==> config.mk <==
export PLATFORM = sky130hd
export DESIGN_NAME = modular_arithmetic_unit
export DESIGN_NICKNAME = d
export VERILOG_FILES = /design/src/sv/mau_pkg.sv /design/src/sv/mau_modmul.sv /design/src/sv/mau_datapath.sv /design/src/sv/mau_ctrl.sv /design/src/sv/modular_arithmetic_unit.sv
export SDC_FILE = /design/constraint.sdc
export NUM_CORES = 2
export LEC_CHECK = 0
export BUFFER_PORTS_ARGS = -buffer_cell sky130_fd_sc_hd__buf_4
export CAP_MARGIN = 30
export CORE_MARGIN = 2
export CORE_UTILIZATION = 60
export CTS_BUF_LIST = sky130_fd_sc_hd__clkbuf_16
export DETAILED_ROUTE_END_ITERATION = 8
export GPL_TIMING_DRIVEN = 0
export PLACE_DENSITY = 0.78
export SLEW_MARGIN = 20
export SYNTH_ARGS = -nofsm -noshare
export SYNTH_HDL_FRONTEND = slang
export SYNTH_HIERARCHICAL = 1
export SYNTH_SLANG_ARGS = --single-unit
==> constraint.sdc <==
create_clock -name i_clk -period 12.3 [get_ports i_clk]
set_input_delay 1.845 -clock i_clk [delete_from_list [all_inputs] [get_ports i_clk]]
set_output_delay 1.845 -clock i_clk [all_outputs]
set_load 0.02 [all_outputs]
==> src/sv/mau_pkg.sv <==
// Shared types and constants of the modular arithmetic unit.
package mau_pkg;

    // Default operand width and modulus after reset.
    localparam int VALUE_WIDTH_DEF = 30;
    localparam int DEFAULT_MODULUS = 998244353;
    localparam int EXP_WIDTH       = 63;
    localparam int OP_WIDTH        = 3;

    // Operation codes.
    localparam logic [OP_WIDTH-1:0] OP_ADD = 3'd0;
    localparam logic [OP_WIDTH-1:0] OP_SUB = 3'd1;
    localparam logic [OP_WIDTH-1:0] OP_MUL = 3'd2;
    localparam logic [OP_WIDTH-1:0] OP_DIV = 3'd3;
    localparam logic [OP_WIDTH-1:0] OP_NEG = 3'd4;
    localparam logic [OP_WIDTH-1:0] OP_POW = 3'd5;

    // Configuration register indexes.
    localparam logic REG_MODULUS = 1'b0;

    // Controller states.
    typedef enum logic [3:0] {
        S_IDLE,
        S_RED_A,
        S_RED_B,
        S_DISPATCH,
        S_MUL_AB,
        S_POW_TEST,
        S_POW_ACC,
        S_POW_SQ,
        S_DIV_FIN,
        S_EMIT
    } t_state;

    // Operand pair and destination of one modular multiply.
    typedef enum logic [2:0] {
        MS_A_ONE,
        MS_B_ONE,
        MS_A_B,
        MS_ACC_BASE,
        MS_BASE_BASE,
        MS_ACC_A
    } t_mul_sel;

    // Source of the result register.
    typedef enum logic [2:0] {
        RS_NONE,
        RS_ADD,
        RS_SUB,
        RS_NEG,
        RS_ZERO,
        RS_ACC
    } t_res_sel;

    // Commands from the controller to the datapath.
    typedef struct packed {
        logic     load;
        logic     mul_start;
        t_mul_sel mul_sel;
        logic     pow_init_a;
        logic     pow_init_b;
        logic     exp_shift;
        t_res_sel res_sel;
        logic     out_load;
    } t_cmd;

    // Status from the datapath to the controller.
    typedef struct packed {
        logic                mul_done;
        logic                exp_zero;
        logic                exp_lsb;
        logic                mod_small;
        logic                out_free;
        logic [OP_WIDTH-1:0] op;
    } t_status;

endpackage

==> src/sv/mau_modmul.sv <==
// Shared modular multiplier: full product, then bit-serial restoring reduction.
module mau_modmul
    import mau_pkg::*;
#(
    parameter int VALUE_WIDTH = VALUE_WIDTH_DEF
) (
    input  logic                   i_clk,
    input  logic                   i_rst_n,
    input  logic                   i_start,
    input  logic [VALUE_WIDTH-1:0] i_x,
    input  logic [VALUE_WIDTH-1:0] i_y,
    input  logic [VALUE_WIDTH-1:0] i_mod,
    output logic                   o_done,
    output logic [VALUE_WIDTH-1:0] o_rem
);
    localparam int PW = 2 * VALUE_WIDTH;
    localparam int CW = $clog2(PW + 1);

    logic          r_busy;
    logic [CW-1:0] r_cnt;
    logic [PW-1:0] r_prod;
    logic [VALUE_WIDTH-1:0] r_rem;
    logic [VALUE_WIDTH:0]   w_trial;

    // One product bit shifted into the partial remainder per cycle.
    assign w_trial = {r_rem, r_prod[PW-1]};
    assign o_done  = r_busy && (r_cnt == '0);
    assign o_rem   = r_rem;

    always_ff @(posedge i_clk) begin
        if (!i_rst_n) begin
            r_busy <= 1'b0;
            r_cnt  <= '0;
        end else if (i_start) begin
            r_busy <= 1'b1;
            r_cnt  <= CW'(PW);
        end else if (r_busy) begin
            if (r_cnt == '0) begin
                r_busy <= 1'b0;
            end else begin
                r_cnt <= r_cnt - 1'b1;
            end
        end
    end

    // Product and remainder registers carry no reset.
    always_ff @(posedge i_clk) begin
        if (i_start) begin
            r_prod <= i_x * i_y;
            r_rem  <= '0;
        end else if (r_busy && (r_cnt != '0)) begin
            r_prod <= {r_prod[PW-2:0], 1'b0};
            if (w_trial >= {1'b0, i_mod}) begin
                r_rem <= VALUE_WIDTH'(w_trial - {1'b0, i_mod});
            end else begin
                r_rem <= w_trial[VALUE_WIDTH-1:0];
            end
        end
    end

endmodule

==> src/sv/mau_datapath.sv <==
// Operand, exponent, accumulator and result registers of the unit.
module mau_datapath
    import mau_pkg::*;
#(
    parameter int VALUE_WIDTH = VALUE_WIDTH_DEF
) (
    input  logic                   i_clk,
    input  logic                   i_rst_n,
    input  t_cmd                   i_cmd,
    output t_status                o_status,
    input  logic [VALUE_WIDTH-1:0] i_mod,
    input  logic [OP_WIDTH-1:0]    i_op,
    input  logic [VALUE_WIDTH-1:0] i_a,
    input  logic [VALUE_WIDTH-1:0] i_b,
    input  logic [EXP_WIDTH-1:0]   i_exp,
    input  logic                   i_out_ready,
    output logic                   o_out_valid,
    output logic [VALUE_WIDTH-1:0] o_result
);
    localparam int W = VALUE_WIDTH;

    logic [OP_WIDTH-1:0]  r_op;
    logic [W-1:0]         r_a, r_b, r_base, r_acc, r_res, r_out;
    logic [EXP_WIDTH-1:0] r_exp;
    logic                 r_out_valid;
    t_mul_sel             r_dest;
    logic [W-1:0]         w_x, w_y, w_rem, w_res;
    logic [W:0]           w_sum, w_diff;
    logic                 w_done;

    // Operand select for the shared multiplier.
    always_comb begin
        case (i_cmd.mul_sel)
            MS_A_ONE:     begin w_x = r_a;   w_y = W'(1); end
            MS_B_ONE:     begin w_x = r_b;   w_y = W'(1); end
            MS_A_B:       begin w_x = r_a;   w_y = r_b;   end
            MS_ACC_BASE:  begin w_x = r_acc; w_y = r_base; end
            MS_BASE_BASE: begin w_x = r_base; w_y = r_base; end
            MS_ACC_A:     begin w_x = r_acc; w_y = r_a;   end
            default:      begin w_x = r_a;   w_y = r_b;   end
        endcase
    end

    mau_modmul #(.VALUE_WIDTH(W)) u_modmul (
        .i_clk   (i_clk),
        .i_rst_n (i_rst_n),
        .i_start (i_cmd.mul_start),
        .i_x     (w_x),
        .i_y     (w_y),
        .i_mod   (i_mod),
        .o_done  (w_done),
        .o_rem   (w_rem)
    );

    // Add, subtract and negate with one conditional correction.
    assign w_sum  = {1'b0, r_a} + {1'b0, r_b};
    assign w_diff = {1'b0, r_a} + {1'b0, i_mod} - {1'b0, r_b};

    always_comb begin
        case (i_cmd.res_sel)
            RS_ADD:  w_res = (w_sum >= {1'b0, i_mod}) ? W'(w_sum - {1'b0, i_mod})
                                                      : w_sum[W-1:0];
            RS_SUB:  w_res = (r_a >= r_b) ? (r_a - r_b) : w_diff[W-1:0];
            RS_NEG:  w_res = (r_a != '0) ? (i_mod - r_a) : '0;
            RS_ACC:  w_res = r_acc;
            default: w_res = '0;
        endcase
    end

    always_ff @(posedge i_clk) begin
        if (i_cmd.load) begin
            r_op  <= i_op;
            r_a   <= i_a;
            r_b   <= i_b;
            r_exp <= i_exp;
        end
        if (i_cmd.mul_start) begin
            r_dest <= i_cmd.mul_sel;
        end
        if (i_cmd.pow_init_a) begin
            r_base <= r_a;
            r_acc  <= W'(1);
            r_exp  <= r_exp;
        end
        if (i_cmd.pow_init_b) begin
            r_base <= r_b;
            r_acc  <= W'(1);
            r_exp  <= EXP_WIDTH'(i_mod) - EXP_WIDTH'(2);
        end
        if (i_cmd.exp_shift) begin
            r_exp <= {1'b0, r_exp[EXP_WIDTH-1:1]};
        end
        // Multiply results go to a, b, acc or base by select, else to res.
        if (w_done) begin
            case (r_dest)
                MS_A_ONE:     r_a    <= w_rem;
                MS_B_ONE:     r_b    <= w_rem;
                MS_ACC_BASE:  r_acc  <= w_rem;
                MS_BASE_BASE: r_base <= w_rem;
                default:      r_res  <= w_rem;
            endcase
        end
        if (i_cmd.res_sel != RS_NONE) begin
            r_res <= w_res;
        end
        if (i_cmd.out_load) begin
            r_out <= r_res;
        end
    end

    // Output holding register for the result transaction.
    always_ff @(posedge i_clk) begin
        if (!i_rst_n) begin
            r_out_valid <= 1'b0;
        end else if (i_cmd.out_load) begin
            r_out_valid <= 1'b1;
        end else if (i_out_ready) begin
            r_out_valid <= 1'b0;
        end
    end

    assign o_out_valid        = r_out_valid;
    assign o_result           = r_out;
    assign o_status.mul_done  = w_done;
    assign o_status.exp_zero  = (r_exp == '0);
    assign o_status.exp_lsb   = r_exp[0];
    assign o_status.mod_small = (i_mod < W'(2));
    assign o_status.out_free  = !r_out_valid || i_out_ready;
    assign o_status.op        = r_op;

endmodule

==> src/sv/mau_ctrl.sv <==
// Controller state machine that sequences reductions, multiplies and powers.
module mau_ctrl
    import mau_pkg::*;
(
    input  logic    i_clk,
    input  logic    i_rst_n,
    input  logic    i_in_valid,
    output logic    o_in_ready,
    input  t_status i_status,
    output t_cmd    o_cmd
);
    t_state r_state, n_state;
    logic   r_issued, n_issued;

    always_ff @(posedge i_clk) begin
        if (!i_rst_n) begin
            r_state  <= S_IDLE;
            r_issued <= 1'b0;
        end else begin
            r_state  <= n_state;
            r_issued <= n_issued;
        end
    end

    always_comb begin
        n_state    = r_state;
        n_issued   = r_issued;
        o_cmd      = '0;
        o_cmd.mul_sel = MS_A_B;
        o_cmd.res_sel = RS_NONE;
        o_in_ready = (r_state == S_IDLE);

        // A multiply state starts the unit once, then waits for it.
        if (r_state == S_RED_A || r_state == S_RED_B || r_state == S_MUL_AB ||
            r_state == S_POW_ACC || r_state == S_POW_SQ || r_state == S_DIV_FIN) begin
            if (!r_issued) begin
                o_cmd.mul_start = 1'b1;
                n_issued        = 1'b1;
            end else if (i_status.mul_done) begin
                n_issued = 1'b0;
            end
        end

        case (r_state)
            S_IDLE: begin
                if (i_in_valid) begin
                    o_cmd.load = 1'b1;
                    n_state    = S_RED_A;
                end
            end
            S_RED_A: begin
                o_cmd.mul_sel = MS_A_ONE;
                if (r_issued && i_status.mul_done) n_state = S_RED_B;
            end
            S_RED_B: begin
                o_cmd.mul_sel = MS_B_ONE;
                if (r_issued && i_status.mul_done) n_state = S_DISPATCH;
            end
            S_DISPATCH: begin
                n_state = S_EMIT;
                if (i_status.mod_small) begin
                    o_cmd.res_sel = RS_ZERO;
                end else begin
                    case (i_status.op)
                        OP_ADD: o_cmd.res_sel = RS_ADD;
                        OP_SUB: o_cmd.res_sel = RS_SUB;
                        OP_NEG: o_cmd.res_sel = RS_NEG;
                        OP_MUL: n_state = S_MUL_AB;
                        OP_POW: begin
                            o_cmd.pow_init_a = 1'b1;
                            n_state          = S_POW_TEST;
                        end
                        OP_DIV: begin
                            o_cmd.pow_init_b = 1'b1;
                            n_state          = S_POW_TEST;
                        end
                        default: o_cmd.res_sel = RS_ZERO;
                    endcase
                end
            end
            S_MUL_AB: begin
                o_cmd.mul_sel = MS_A_B;
                if (r_issued && i_status.mul_done) n_state = S_EMIT;
            end
            // Square-and-multiply over the exponent, low bit first.
            S_POW_TEST: begin
                if (i_status.exp_zero) begin
                    if (i_status.op == OP_DIV) begin
                        n_state = S_DIV_FIN;
                    end else begin
                        o_cmd.res_sel = RS_ACC;
                        n_state       = S_EMIT;
                    end
                end else if (i_status.exp_lsb) begin
                    n_state = S_POW_ACC;
                end else begin
                    n_state = S_POW_SQ;
                end
            end
            S_POW_ACC: begin
                o_cmd.mul_sel = MS_ACC_BASE;
                if (r_issued && i_status.mul_done) n_state = S_POW_SQ;
            end
            S_POW_SQ: begin
                o_cmd.mul_sel = MS_BASE_BASE;
                if (r_issued && i_status.mul_done) begin
                    o_cmd.exp_shift = 1'b1;
                    n_state         = S_POW_TEST;
                end
            end
            S_DIV_FIN: begin
                o_cmd.mul_sel = MS_ACC_A;
                if (r_issued && i_status.mul_done) n_state = S_EMIT;
            end
            S_EMIT: begin
                if (i_status.out_free) begin
                    o_cmd.out_load = 1'b1;
                    n_state        = S_IDLE;
                end
            end
            default: n_state = S_IDLE;
        endcase
    end

endmodule

==> src/sv/modular_arithmetic_unit.sv <==
// Top level of the modular arithmetic unit: stream ports, modulus register, core.
//
// Each input transaction carries an operation (add, subtract, multiply, divide, negate,
// power), two operands and a 63-bit exponent, and yields one result below the modulus
// held in the configuration register at address 0 (reset 998244353). Every operand is
// first reduced through the shared modular multiplier, which reduces the full product one
// bit per cycle. Add, subtract and negate take the two reductions plus an accept, a
// dispatch and an output state; multiply adds one more multiply; power adds one test
// state and up to two multiplies per exponent bit, so up to 126 more multiplies for a
// full 63-bit exponent; divide raises b to the modulus minus two and multiplies by a, up
// to two multiplies per modulus bit plus one. A result that is not taken holds the unit
// in its output state. One transaction is processed at a time; a finished result waits
// in an output register while the next input is taken. The modulus must be written only
// while the unit is idle; the unit itself does not enforce this.
module modular_arithmetic_unit
    import mau_pkg::*;
#(
    parameter int VALUE_WIDTH = VALUE_WIDTH_DEF
) (
    input  logic              i_clk,
    input  logic              i_rst_n,
    // Input tdata, from bit 0: operation, operand_a, operand_b, exponent.
    input  logic              s_axis_tvalid,
    output logic              s_axis_tready,
    input  logic [((OP_WIDTH+2*VALUE_WIDTH+EXP_WIDTH+7)/8)*8-1:0] s_axis_tdata,
    // Output tdata, from bit 0: result.
    output logic              m_axis_tvalid,
    input  logic              m_axis_tready,
    output logic [((VALUE_WIDTH+7)/8)*8-1:0] m_axis_tdata,
    input  logic              psel,
    input  logic              penable,
    input  logic              pwrite,
    input  logic [2:0]        paddr,
    input  logic [31:0]       pwdata,
    output logic [31:0]       prdata,
    output logic              pready
);
    localparam int W      = VALUE_WIDTH;
    localparam int OUT_W  = ((W + 7) / 8) * 8;
    localparam int A_LO   = OP_WIDTH;
    localparam int B_LO   = OP_WIDTH + W;
    localparam int E_LO   = OP_WIDTH + 2 * W;

    logic [W-1:0] r_modulus;
    logic [W-1:0] w_result;
    t_cmd         w_cmd;
    t_status      w_status;

    // Configuration register, written in the APB access phase.
    always_ff @(posedge i_clk) begin
        if (!i_rst_n) begin
            r_modulus <= W'(DEFAULT_MODULUS);
        end else if (psel && penable && pwrite && (paddr[2] == REG_MODULUS)) begin
            r_modulus <= pwdata[W-1:0];
        end
    end

    assign pready = 1'b1;
    assign prdata = (paddr[2] == REG_MODULUS) ? 32'(r_modulus) : 32'd0;

    mau_ctrl u_ctrl (
        .i_clk      (i_clk),
        .i_rst_n    (i_rst_n),
        .i_in_valid (s_axis_tvalid),
        .o_in_ready (s_axis_tready),
        .i_status   (w_status),
        .o_cmd      (w_cmd)
    );

    mau_datapath #(.VALUE_WIDTH(W)) u_datapath (
        .i_clk       (i_clk),
        .i_rst_n     (i_rst_n),
        .i_cmd       (w_cmd),
        .o_status    (w_status),
        .i_mod       (r_modulus),
        .i_op        (s_axis_tdata[OP_WIDTH-1:0]),
        .i_a         (s_axis_tdata[A_LO +: W]),
        .i_b         (s_axis_tdata[B_LO +: W]),
        .i_exp       (s_axis_tdata[E_LO +: EXP_WIDTH]),
        .i_out_ready (m_axis_tready),
        .o_out_valid (m_axis_tvalid),
        .o_result    (w_result)
    );

    assign m_axis_tdata = OUT_W'(w_result);

endmodule
Word-level counts from Yosys, hierarchy flattened:

Index checks and enable logic that the tools add are counted.

* bits of input ports: 170
* word-level logic and storage cells: 186
* output and inout bits: 67
* register bits after elaboration: 382

* equality and inequality tests: 36
* order comparisons: 4
* reduce and logical (&&, ||, !) cells: 42
* $mul: 1
* add/subtract/negate cells: 9
* bitwise gates (word level): 3
* multiplexer cells: 72

Operators by type and width (count)
* two-way mux 30 bit: 22
* two-way mux 63 bit: 3
* case mux 30 bit (3 select lines): 2
* subtractor 30 bit: 5
* two-way mux 60 bit: 2
* case mux 30 bit (4 select lines): 1
* logical NOT 63 bit: 1
* >= comparator 31 x 30 -> 1 bit: 2
* two-way mux 62 bit: 1
* multiplier 30 x 30 -> 60 bit: 1
* two-way mux 4 bit: 9
* case mux 4 bit (9 select lines): 1
* adder 30 x 30 -> 31 bit: 1
* subtractor 30 x 2 -> 31 bit, second input constant: 1
* adder 30 bit: 1
* >= comparator 30 bit: 1
* less-than comparator 30 x 2 -> 1 bit, second input constant: 1
* nonzero test 30 bit: 1
* two-way mux 1 bit: 19
* equality test 3 x 2 -> 1 bit, second input constant: 6
* equality test 3 bit, second input constant: 6
* two-way mux 6 bit: 3
* equality test 4 x 3 -> 1 bit, second input constant: 4
* case mux 3 bit (5 select lines): 1
* other kinds (28): 72

Longest topological paths before layout:

* depth after elaboration: 9
* mapped depth: 41
* mapped depth without buffers: 36

Hierarchy:

Netlist, hierarchy kept.

By module, submodules not included
* mau_modmul: cells each 3935, sequential area each 2542.4 um^2, instances 1, area each 35654.2 um^2
* mau_datapath: cells each 2780, sequential area each 6286.0 um^2, instances 1, area each 22225.1 um^2
* modular_arithmetic_unit: cells each 172, sequential area each 600.6 um^2, instances 1, area each 1514.0 um^2
* mau_ctrl: cells each 90, sequential area each 100.1 um^2, instances 1, area each 610.6 um^2

Least setup slack after synthesis:

No wires, ideal clock.

* path type: flip-flop to flip-flop
* start point: reg u_ctrl.r_state[3]
* end point: reg u_datapath.u_modmul.r_prod[47], data pin
* slack: 2.773 ns
* data required time: 12.040 ns
* data arrival time: 9.268 ns
* cell stages (with the launch flop): 39
* cell sequence: dfxtp_1 > buf_6 > or4b_1 > o21ai_0 > clkbuf_1 > clkinv_1 > nand2_1 > and2_0 > clkbuf_1 > clkbuf_1 > a222oi_1 > inv_1 > clkbuf_1 > and2_1 > fa_1 > fa_1 > fa_1 > inv_1 > [... 3 more ...] > inv_1 > fa_1 > inv_1 > fa_1 > inv_1 > fa_1 > inv_1 > ha_1 > buf_6 > a21oi_1 > o21ai_0 > a221o_1 > a21oi_1 > a31oi_2 > a41oi_2 > o21ai_0 > xor2_1 > mux2_2

RTL lines
* from (decl): line mau_ctrl.sv:12 `t_state r_state, n_state;`
* from (signal assigned): line mau_ctrl.sv:20 `r_state <= n_state;`
* to (signal assigned): line mau_modmul.sv:49 `r_prod <= i_x * i_y;`
* to (signal assigned): line mau_modmul.sv:52 `r_prod <= {r_prod[PW-2:0], 1'b0};`
* to (decl): line mau_modmul.sv:21 `logic [PW-1:0] r_prod;`

==> out/metrics.cfg <==
[setup_path]
cp_common_cell = fa_1
cp_max_fo = 10
critPathKind = flip-flop to flip-flop
critPathCaptureType = flip-flop
worstSetupStartpointType = flip-flop
required_ns = 12.66
slowest_delay_ns = 0.66
slowest_stage = clkbuf_1
arrival_ns = 12.60

[cells_and_area]
drive_above_1_share_pct = 7.56
area_delta_synth_final_pct = 9.18
fin_util_pct = 66.4
fin_nets = 8700
final_cell_area_um2 = 65500
finalNonFillerCells = 8626

[place]
routabilityCongestion = 1.13
place_inst = 8508
portBuffers = 225
dpl-instance-area_um2 = 63600
dp_hpwl_um = 198000

[sta]
rsz0062_at_grt = true
maxSlewViolCount = 0
period_needed_ns = 12.24
hold_viol = 0
max_slew_margin_pct = 19.1
setup-tns-final_ns = 0
fmax_mhz = 81.7
worst_pin_slew_ns = 1.21
setup-violations-final = 0
finClkSkew_ns = 0.0356
period_share_pct = 99.5

[drt]
antenna_left = 0
via_per_inst = 6.43
drt-total-wl_um = 244000
wire_per_inst_um = 28.3
vias = 55400
drc = 55
dr.pass1.iters = 9
first_iter_violations = 7988

[grt]
grt_max_degree = 54
grt_overflow = 0
grt_first_pass_wirelength_um = 355000
grt_pass1_vias = 53700
antenna_found_initial = 20
groute.usage.overall_pct = 47.6

[clocking]
clock_latency_ns = 0.63
cts_hold_buf = 0
clkTransAtPathRegs_ns = 0.06
cts_buffers = 45
clkSinkCount = 382
htreeDepth = 2
clock_path_buffers = 3
cts_setup_buffers = 0
cts_tree = yes
clockRootBuffer = clkbuf_16

[floorplan]
die_h_um = 320
core_area_um2 = 98700
ios = 237
fp.dieW_um = 320
rows = 115
die-area_um2 = 103000
initial_utilization_pct = 60.8

[synthesis]
netlist_area_um2 = 60000
ys_seq_elements = 382
synthCells = 6977
synth.avg_cell_area_um2 = 8.60
async_flop_share_pct = 0
seq_area_frac_synth_pct = 15.9
synth_top_flop_cell = dfxtp_1
synth_edf_count = 188
ys_types = 116
ys_warn_count = 6

[status]
status = complete, but fails checks
violations = design-rule violations

[worst_hold_path]
hold_class = flip-flop to flip-flop

[flow_run]
max_cap_violations = 0

## critical path, delay by kind of cell (launching register included)
| kind | cells | cell delay, ns |
|---|---|---|
| buffers and inverters | 11 | 3.15 |
| AOI/OAI and AO/OA | 8 | 2.34 |
| xor gates and xnor gates | 1 | 0.18 |
| DFF | 1 | 0.38 |
| muxes | 1 | 0.27 |
| and+or+nand+nor | 5 | 0.95 |
| adders and majority gates | 9 | 4.69 |
## synth_stat cells (all sizes together), types with 28 or more instances
master  count  area (um2)
inv      1089        4090
nand2     843        3160
fa        814       16300
and2      534        3340
ha        428        5360
clkbuf    366        1390
o21ai     364        1830
a21oi     360        1800
nor2      288        1080
mux2i     197        1970
dfxtp     194        3880
edfxtp    188        5650
xnor2     168        1470
a21o       96         722
nor2b      82         521
xor2       62         543
buf        59         417
nand4      57         378
mux2       51         574
nand3      51         255
nor3       50         255
a222oi     43         430
nand2b     41         257
nor4       41         284
o211ai     41         313
a211oi     37         298
o21bai     36         270
o22ai      36         225
a31oi      31         200
and3       30         191
o21a       28         210
## kinds of logic (layout without fill, tap and decap cells)
kind of cell	Yosys count	in the layout	synth area share, %
DFF	382	382	15.9
other	2	20	0.0125
xor gates and xnor gates	230	230	3.36
and+or+nand+nor	2083	2083	17.1
AOI/OAI and AO/OA	1273	1273	13.5
buffers and inverters	1517	1861	9.85
muxes	248	248	4.24
adders and majority gates	1242	1242	36.1
## worst paths after layout
check	startpoint	endpoint	slack [ns]	depth (start not counted)
hold reg to reg	u_datapath/r_res[18]	u_datapath/o_result[18]	0.42	0
setup reg to reg	u_ctrl/r_state[1]	u_datapath/u_modmul/r_prod[47]	0.06	35
hold / removal	u_datapath/r_res[18]	u_datapath/o_result[18]	0.42	0
setup / recovery	u_ctrl/r_state[1]	u_datapath/u_modmul/r_prod[47]	0.06	35
## area by class of cell
type | instances | area [um2]
Antenna cell | 15 | 37.5
Buffer | 425 | 1890
Clock buffer | 49 | 1230
Clock inverter | 34 | 337
Fill cell | 8453 | 33200
Inverter | 1091 | 4100
Multi-Input combinational cell | 5081 | 44700
Sequential cell | 382 | 9530
Tap cell | 1287 | 1610
Timing Repair Buffer | 262 | 2130
## placed cells by master, fill, tap and decap left out, drive strengths merged, types with 96 or more instances in the layout
cell type / instances
a21o: 96
clkbuf: 413
xnor2: 168
fa: 814
edfxtp: 188
mux2i: 197
and2: 534
dfxtp: 194
buf: 320
nand2: 843
ha: 428
inv: 1107
a21oi: 360
o21ai: 364
nor2: 288
## state kept, by name, indices dropped and copies added, names as in the netlist, 4 cells and up
name,cells
u_datapath/r_exp,63
u_datapath/u_modmul/r_prod,60
r_modulus,30
u_datapath/o_result,30
u_datapath/r_a,30
u_datapath/r_acc,30
u_datapath/r_b,30
u_datapath/r_base,30
u_datapath/r_res,30
u_datapath/u_modmul/o_rem,30
u_datapath/u_modmul/r_cnt,6
u_ctrl/r_state,4
## layer usage
| metal | share of wire, % | track usage (%) | vias to the layer above |
|---|---|---|---|
| met1 | 38 | 64.4 | 27000 |
| li1 | - | - | 23300 |
| met5 | 0.32 | 3.50 | - |
| met4 | 5.3 | 19.5 | 25 |
| met2 | 38 | 63.5 | 4198 |
| met3 | 18 | 24.2 | 851 |
## through the flow
step	setup slack, ns	hold WS [ns]
after floorplan	2.77	0.400
after global placement	-0.00855	0.401
after detailed placement	-0.0726	0.405
after CTS	0.00842	0.418
after global routing	-0.00265	0.425
final	0.0646	0.418
## timing repair
item	in CTS	in global routing
resized for setup	10	110
endpoints found under the setup margin	5	32
cloned	0	0
Power is not shown: default switching activity piles up to over one toggle a cycle in this logic, so the estimate is an artifact.
